--- config.mk ---
export PLATFORM = sky130hd
export DESIGN_NAME = lcg_random_in_range
export DESIGN_NICKNAME = d
export VERILOG_FILES = /design/src/rtl/lcgr_pkg.sv /design/src/rtl/lcg_random_in_range.sv /design/src/rtl/lcgr_front.sv /design/src/rtl/lcgr_queue.sv /design/src/rtl/lcgr_back.sv
export SDC_FILE = /design/constraint.sdc
export NUM_CORES = 1
export LEC_CHECK = 0
export ABC_AREA = 0
export BUFFER_PORTS_ARGS = -buffer_cell sky130_fd_sc_hd__clkbuf_2
export CAP_MARGIN = 15
export CELL_PAD_IN_SITES_DETAIL_PLACEMENT = 1
export CELL_PAD_IN_SITES_GLOBAL_PLACEMENT = 1
export CORE_MARGIN = 3
export CORE_UTILIZATION = 45
export DETAILED_ROUTE_END_ITERATION = 7
export MAX_ROUTING_LAYER = met4
export PLACE_DENSITY = 0.83
export SKIP_LAST_GASP = 1
export SLEW_MARGIN = 25
export SYNTH_ARGS = -nofsm -noshare
export SYNTH_HDL_FRONTEND = slang
export SYNTH_SLANG_ARGS = --single-unit
--- constraint.sdc ---
create_clock -name clock -period 13.51 [get_ports clock]
set_clock_uncertainty 0.05 [all_clocks]
set_input_delay 4.053 -clock clock [delete_from_list [all_inputs] [get_ports clock]]
set_output_delay 4.053 -clock clock [all_outputs]
set_load 0.02 [all_outputs]
--- src/rtl/lcgr_pkg.sv ---
// Shared types and constants for the range-limited LCG random number block.
// No dependencies; every other file refers to it by scoped names.
`default_nettype none

package lcgr_pkg;

   localparam logic [31:0] LCG_MULT  = 32'd1103515245;
   localparam logic [31:0] LCG_INC   = 32'd12345;
   localparam int          STATE_W   = 31;
   localparam int          SPAN_W    = 33;
   localparam int          STEP_W    = 5;
   localparam logic [STEP_W-1:0] LAST_STEP = STEP_W'(STATE_W - 1);

   typedef struct packed {
      logic signed [31:0] range_min;
      logic signed [31:0] range_max;
   } req_type;

   typedef struct packed {
      logic signed [31:0] random_value;
      logic               range_error;
   } rsp_type;

   typedef struct packed {
      logic [STATE_W-1:0] state;
      logic [SPAN_W-1:0]  span;
      logic [31:0]        range_min;
      logic               range_error;
   } entry_type;

endpackage

`default_nettype wire

--- src/rtl/lcg_random_in_range.sv ---
// Range-limited LCG random number generator, top level.
// A range error skips the modulo steps and goes straight to the output register.
// The 31-step bit-serial modulo unit works on one word at a time.
// The queue holds QUEUE_DEPTH requests ahead of the modulo unit.
// Reset clears the generator state to zero and empties the queue and output.
// Depends on lcgr_pkg, lcgr_front, lcgr_queue and lcgr_back.
`default_nettype none

module lcg_random_in_range #(
   parameter int QUEUE_DEPTH = 2
) (
   input  wire logic               clock,
   input  wire logic               reset,
   input  wire logic               req_valid,
   output logic                    req_stall,
   input  wire lcgr_pkg::req_type  req_data,
   output logic                    rsp_valid,
   input  wire logic               rsp_stall,
   output lcgr_pkg::rsp_type       rsp_data,
   input  wire logic               csr_wr_en,
   input  wire logic [31:0]        csr_wr_data
);

   lcgr_pkg::entry_type wr_entry;
   lcgr_pkg::entry_type rd_entry;
   logic                push;
   logic                pop;
   logic                queue_full;
   logic                queue_empty;

   lcgr_front u_front (
      .clock       (clock),
      .reset       (reset),
      .req_valid   (req_valid),
      .req_stall   (req_stall),
      .req_data    (req_data),
      .csr_wr_en   (csr_wr_en),
      .csr_wr_data (csr_wr_data),
      .queue_full  (queue_full),
      .push        (push),
      .entry       (wr_entry)
   );

   lcgr_queue #(
      .DEPTH (QUEUE_DEPTH)
   ) u_queue (
      .clock   (clock),
      .reset   (reset),
      .push    (push),
      .wr_data (wr_entry),
      .full    (queue_full),
      .pop     (pop),
      .empty   (queue_empty),
      .rd_data (rd_entry)
   );

   lcgr_back u_back (
      .clock       (clock),
      .reset       (reset),
      .queue_empty (queue_empty),
      .entry       (rd_entry),
      .pop         (pop),
      .rsp_valid   (rsp_valid),
      .rsp_stall   (rsp_stall),
      .rsp_data    (rsp_data)
   );

`ifndef SYNTHESIS
   a_pop_needs_entry: assert property (@(posedge clock) disable iff (reset)
      pop |-> !queue_empty)
      else $error("divider took an entry from an empty queue");

   a_reset_clears: assert property (@(posedge clock)
      $past(reset) |-> (!rsp_valid && queue_empty))
      else $error("output or queue not empty after reset");

   a_push_not_full: assert property (@(posedge clock) disable iff (reset)
      (push && !pop) |=> !queue_empty)
      else $error("queue lost a pushed entry");
`endif

endmodule

`default_nettype wire

--- src/rtl/lcgr_front.sv ---
// Front end: accepts request words, advances or loads the generator state and
// classifies the range. Depends on lcgr_pkg.
`default_nettype none

module lcgr_front (
   input  wire logic                clock,
   input  wire logic                reset,
   input  wire logic                req_valid,
   output logic                     req_stall,
   input  wire lcgr_pkg::req_type   req_data,
   input  wire logic                csr_wr_en,
   input  wire logic [31:0]         csr_wr_data,
   input  wire logic                queue_full,
   output logic                     push,
   output lcgr_pkg::entry_type      entry
);

   logic [31:0] state_ff;
   logic [31:0] state_in;
   logic [31:0] product;
   logic [31:0] next_raw;
   logic [33:0] span_wide;

   assign req_stall = queue_full;
   assign push      = req_valid && !queue_full;

   assign product  = state_ff * lcgr_pkg::LCG_MULT;
   assign next_raw = product + lcgr_pkg::LCG_INC;

   assign span_wide = {{2{req_data.range_max[31]}}, req_data.range_max}
                    - {{2{req_data.range_min[31]}}, req_data.range_min}
                    + 34'd1;

   always_comb begin
      state_in = state_ff;
      if (csr_wr_en) begin
         state_in = csr_wr_data;
      end else if (push) begin
         state_in = {1'b0, next_raw[lcgr_pkg::STATE_W-1:0]};
      end
   end

   always_comb begin
      entry.state       = next_raw[lcgr_pkg::STATE_W-1:0];
      entry.span        = span_wide[lcgr_pkg::SPAN_W-1:0];
      entry.range_min   = req_data.range_min;
      entry.range_error = span_wide[33] || (span_wide == 34'd0);
   end

   always_ff @(posedge clock) begin
      if (reset) begin
         state_ff <= 32'd0;
      end else begin
         state_ff <= state_in;
      end
   end

endmodule

`default_nettype wire

--- src/rtl/lcgr_queue.sv ---
// Short queue between the front end and the divider.
// Depends on lcgr_pkg for the entry type.
`default_nettype none

module lcgr_queue #(
   parameter int DEPTH = 2
) (
   input  wire logic                 clock,
   input  wire logic                 reset,
   input  wire logic                 push,
   input  wire lcgr_pkg::entry_type  wr_data,
   output logic                      full,
   input  wire logic                 pop,
   output logic                      empty,
   output lcgr_pkg::entry_type       rd_data
);

   localparam int AW = (DEPTH > 1) ? $clog2(DEPTH) : 1;
   localparam int CW = $clog2(DEPTH + 1);

   lcgr_pkg::entry_type mem_ff [DEPTH];
   logic [AW-1:0] wr_ptr_ff;
   logic [AW-1:0] wr_ptr_in;
   logic [AW-1:0] rd_ptr_ff;
   logic [AW-1:0] rd_ptr_in;
   logic [CW-1:0] count_ff;
   logic [CW-1:0] count_in;

   assign full    = (count_ff == CW'(DEPTH));
   assign empty   = (count_ff == '0);
   assign rd_data = mem_ff[rd_ptr_ff];

   always_comb begin
      wr_ptr_in = wr_ptr_ff;
      rd_ptr_in = rd_ptr_ff;
      count_in  = count_ff;
      if (push) begin
         wr_ptr_in = (wr_ptr_ff == AW'(DEPTH - 1)) ? '0 : wr_ptr_ff + AW'(1);
      end
      if (pop) begin
         rd_ptr_in = (rd_ptr_ff == AW'(DEPTH - 1)) ? '0 : rd_ptr_ff + AW'(1);
      end
      case ({push, pop})
         2'b10:   count_in = count_ff + CW'(1);
         2'b01:   count_in = count_ff - CW'(1);
         default: count_in = count_ff;
      endcase
   end

   always_ff @(posedge clock) begin
      if (push) begin
         mem_ff[wr_ptr_ff] <= wr_data;
      end
   end

   always_ff @(posedge clock) begin
      if (reset) begin
         wr_ptr_ff <= '0;
         rd_ptr_ff <= '0;
         count_ff  <= '0;
      end else begin
         wr_ptr_ff <= wr_ptr_in;
         rd_ptr_ff <= rd_ptr_in;
         count_ff  <= count_in;
      end
   end

endmodule

`default_nettype wire

--- src/rtl/lcgr_back.sv ---
// Back end: bit-serial restoring modulo of the state by the range span,
// offset by the minimum, into the output register. Depends on lcgr_pkg.
`default_nettype none

module lcgr_back (
   input  wire logic                 clock,
   input  wire logic                 reset,
   input  wire logic                 queue_empty,
   input  wire lcgr_pkg::entry_type  entry,
   output logic                      pop,
   output logic                      rsp_valid,
   input  wire logic                 rsp_stall,
   output lcgr_pkg::rsp_type         rsp_data
);

   typedef enum logic [2:0] {
      ST_IDLE = 3'b001,
      ST_DIV  = 3'b010,
      ST_DONE = 3'b100
   } fsm_type;

   fsm_type                          fsm_ff;
   fsm_type                          fsm_in;
   logic [lcgr_pkg::STATE_W-1:0]     dividend_ff;
   logic [lcgr_pkg::STATE_W-1:0]     dividend_in;
   logic [31:0]                      rem_ff;
   logic [31:0]                      rem_in;
   logic [lcgr_pkg::SPAN_W-1:0]      span_ff;
   logic [lcgr_pkg::SPAN_W-1:0]      span_in;
   logic [31:0]                      min_ff;
   logic [31:0]                      min_in;
   logic                             error_ff;
   logic                             error_in;
   logic [lcgr_pkg::STEP_W-1:0]      step_ff;
   logic [lcgr_pkg::STEP_W-1:0]      step_in;
   logic                             rsp_valid_ff;
   logic                             rsp_valid_in;
   lcgr_pkg::rsp_type                rsp_data_ff;
   lcgr_pkg::rsp_type                rsp_data_in;

   logic [lcgr_pkg::SPAN_W-1:0]      trial;
   logic [lcgr_pkg::SPAN_W-1:0]      diff;
   logic                             out_free;
   logic                             load_out;

   assign trial    = {rem_ff, dividend_ff[lcgr_pkg::STATE_W-1]};
   assign diff     = trial - span_ff;
   assign out_free = !rsp_valid_ff || !rsp_stall;
   assign pop      = (fsm_ff == ST_IDLE) && !queue_empty;
   assign load_out = (fsm_ff == ST_DONE) && out_free;

   assign rsp_valid = rsp_valid_ff;
   assign rsp_data  = rsp_data_ff;

   always_comb begin
      fsm_in      = fsm_ff;
      dividend_in = dividend_ff;
      rem_in      = rem_ff;
      span_in     = span_ff;
      min_in      = min_ff;
      error_in    = error_ff;
      step_in     = step_ff;
      case (fsm_ff)
         ST_IDLE: begin
            if (!queue_empty) begin
               dividend_in = entry.state;
               rem_in      = 32'd0;
               span_in     = entry.span;
               min_in      = entry.range_min;
               error_in    = entry.range_error;
               step_in     = lcgr_pkg::LAST_STEP;
               fsm_in      = entry.range_error ? ST_DONE : ST_DIV;
            end
         end
         ST_DIV: begin
            rem_in      = (trial >= span_ff) ? diff[31:0] : trial[31:0];
            dividend_in = {dividend_ff[lcgr_pkg::STATE_W-2:0], 1'b0};
            step_in     = step_ff - lcgr_pkg::STEP_W'(1);
            if (step_ff == '0) begin
               fsm_in = ST_DONE;
            end
         end
         ST_DONE: begin
            if (out_free) begin
               fsm_in = ST_IDLE;
            end
         end
         default: begin
            fsm_in = ST_IDLE;
         end
      endcase
   end

   always_comb begin
      rsp_valid_in = rsp_valid_ff;
      rsp_data_in  = rsp_data_ff;
      if (load_out) begin
         rsp_valid_in             = 1'b1;
         rsp_data_in.random_value = error_ff ? min_ff : rem_ff + min_ff;
         rsp_data_in.range_error  = error_ff;
      end else if (!rsp_stall) begin
         rsp_valid_in = 1'b0;
      end
   end

   always_ff @(posedge clock) begin
      dividend_ff <= dividend_in;
      rem_ff      <= rem_in;
      span_ff     <= span_in;
      min_ff      <= min_in;
      error_ff    <= error_in;
      step_ff     <= step_in;
      rsp_data_ff <= rsp_data_in;
   end

   always_ff @(posedge clock) begin
      if (reset) begin
         fsm_ff       <= ST_IDLE;
         rsp_valid_ff <= 1'b0;
      end else begin
         fsm_ff       <= fsm_in;
         rsp_valid_ff <= rsp_valid_in;
      end
   end

endmodule

`default_nettype wire

==> flow_summary.ini <==
[global_route]
grt_usage_pct = 25.4
grt_busiest_layer = met2
grt.met3_usage_pct = 2.41
met1_usage_pct = 33.6
grt_start_max_net_pins = 77
met2_usage_pct = 41.7
antenna_found_initial = 9
grt_pass1_wl_um = 130000
grt_overflow = 0
grt_pass1_vias = 22700

[routing]
dr.pass1.iters = 6
drc = 0
vias = 21000
wire_per_inst_um = 22.2
routed_wl_um = 83800
ant_nets = 0
vias_per_cell = 5.56
drtIter0Drc = 1582

[floorplanning]
die_h_um = 262
die_area_sq_mm = 0.0686
fp.coreArea_sq_mm = 0.0646
dieWidth_um = 262
rows = 93
initial_utilization_pct = 45.6
io_pins = 136

[cts]
cts_setup_buffers = 0
root_buffer = clkbuf_16
cts_resized = 0
clock_path_buffers = 3
cts.sinks = 401
cts.clk_slew.worst_paths_ns = 0.06
hold_buffers = 0
cts_buffers = 45
worstSkewPairLatency_ns = 0.61
cts_tree = done
cts_max_level = 2

[placed_design]
portBuffers = 134
dp_hpwl_um = 65500
gp_congestion = 0.930

[yosys]
synth_top_family_by_area = adder cells
netlist.area_leader.share_pct = 36.8
synthSimpleGateAreaFrac_pct = 9.05
async_flop_share_pct = 0
ys_top_cells_by_count = 487 x inv_1, 361 x edfxtp_1, 298 x ha_1
yosys_warnings = 0
syn-instance-count = 2754
synth-edff-count = 361
synthMuxAreaShare_pct = 4.07
yosysMostFrequentCell = inv_1
synthDistinctLibCells = 94
synth_xor_area_share_pct = 5.12
synth_top_cell_by_area = edfxtp_1
syn_area_per_cell_sq_um = 10.7
netlist_area_sq_mm = 0.0295
synth_area_leaders = edfxtp_1 37%, ha_1 13%, fa_1 12%, inv_1 6.2%, xnor2_1 3.3%
syn-num-nets = 3330
synth_fa_ha_area_share_pct = 24.7
synth_compound_area_share_pct = 10.5
synth_seq_area_share_pct = 39.5
ys_seq_elements = 401
synth_ff_type = edfxtp_1

[worst_hold_path]
holdPathStages = 2
hold_class = reg2reg

[worst_setup_path]
end_kind = flop
worst_ep_required_time_ns = 13.92
arrival_ns = 9.65
reg2regPathDepth = 27
critPathLaunchType = flop
crit_fanout = 10
worstSetupPathType = reg2reg

[sta]
worst_pin_slew_ns = 0.977
setup_viol = 0
grt_setup_unrepaired = false
final.setup.tns_ns = 0
relSlewSlack_pct = 34.9
fmax_mhz = 108
timing.final.crit_share_pct = 68.4
layout_min_cycle_time_ns = 9.24
report.final.slew_viol_count = 0
final_hold_viol_count = 0

[cells_and_area]
drive_gt1_share_pct = 11.5
area_delta_synth_final_pct = 10.8
fin_nets = 3460

[outcome]
status = finished, final reports clean

[flow_run]
drv_cap = 0
-- cells in the final DEF, fill, tap and decap left out, types with 17 or more instances in the layout --
cell,count
inv_1,487
edfxtp_1,361
ha_1,298
nand2_1,187
fa_1,177
nor2_1,158
a21oi_1,158
clkbuf_2,134
o21ai_0,113
xnor2_1,112
mux2_2,70
xor2_1,57
clkbuf_16,45
a21o_1,44
mux2i_1,41
nor3_1,40
dfxtp_1,39
nand2b_1,34
nand3_1,29
a211oi_1,20
o21bai_1,18
o21a_1,17
-- state kept, by name, indices dropped and copies added, names as in the netlist, named ones only --
name / count
u_back.rsp_valid: 1
u_back.dividend_ff: 31
u_back.error_ff: 1
u_queue.wr_ptr_ff: 1
u_queue.count_ff: 2
u_back.step_ff: 5
u_queue.rd_ptr_ff: 1
u_back.rsp_data: 33
u_back.min_ff: 32
u_back.span_ff: 33
u_front.state_ff: 31
u_back.fsm_ff: 3
u_queue.mem_ff: 194
u_back.rem_ff: 32
-- cell families after synthesis --
kind of cell	after synthesis
AND/OR/NAND/NOR	561
AO/OA/AOI/OAI	485
adder cells (fa/ha/maj)	475
buffers and inverters	551
multiplexers	111
XOR/XNOR	170
flip-flops	401
-- per-stage QoR --
step,setup slack [ns],hold slack (ns),std cells,cell area (sq um),utilization (%)
after floorplan,4.20,0.374,2754,29500,-
after global placement,4.65,0.432,3691,31100,48.1
after detailed placement,4.39,0.463,3691,31100,48.1
after CTS,4.33,0.471,3774,32600,50.5
after global routing,3.89,0.501,3782,32600,50.5
final,4.27,0.468,3782,32600,50.5
-- worst max-delay path, cell delays in order, from the launching register on --
cell and delay [ns]:
dfxtp_1 0.80, inv_1 0.33, ha_1 0.43, inv_1 0.37
ha_1 0.24, inv_1 0.06, fa_1 0.53, inv_1 0.05
fa_1 0.43, ha_1 0.29, inv_1 0.05, fa_1 0.48
inv_1 0.06, fa_1 0.53, inv_1 0.06, fa_1 0.53
inv_1 0.04, ha_1 0.24, or4_1 0.46, a211oi_1 0.28
o21ai_0 0.31, a221oi_1 0.70, o31ai_1 0.23, o41ai_1 0.60
o2111ai_1 0.23, a21oi_1 0.21, xnor2_1 0.18, a211o_1 0.31
-- final cells by class --
| type | instances | area, sq um |
|---|---|---|
| timing repair buffer | 147 | 796 |
| multi-input combinational | 1802 | 15800 |
| sequential | 401 | 11600 |
| tap | 855 | 1070 |
| inverter | 487 | 1830 |
| fill | 7069 | 31900 |
| clock buffer | 53 | 1160 |
| antenna | 7 | 17.5 |
| clock inverter | 30 | 350 |
-- path summary, 6_finish.rpt --
kind,from,end,slack (ns)
worst max-delay path,u_front.state_ff[0],u_front.state_ff[30],4.27
worst min-delay path,u_queue.count_ff[1],u_queue.count_ff[1],0.47
worst max register to register,u_front.state_ff[0],u_front.state_ff[30],4.27
worst min register to register,u_queue.count_ff[1],u_queue.count_ff[1],0.47
-- routing by layer --
layer | vias to the layer above | part of all wire, %
met5 | - | 0
met3 | 134 | 5.1
met4 | 0 | 3.0
li1 | 9677 | -
met1 | 10600 | 43
met2 | 590 | 49
Power is left out: the tool's default activity adds up to more than one toggle a clock period on the data nets, which glitch-free logic cannot reach.
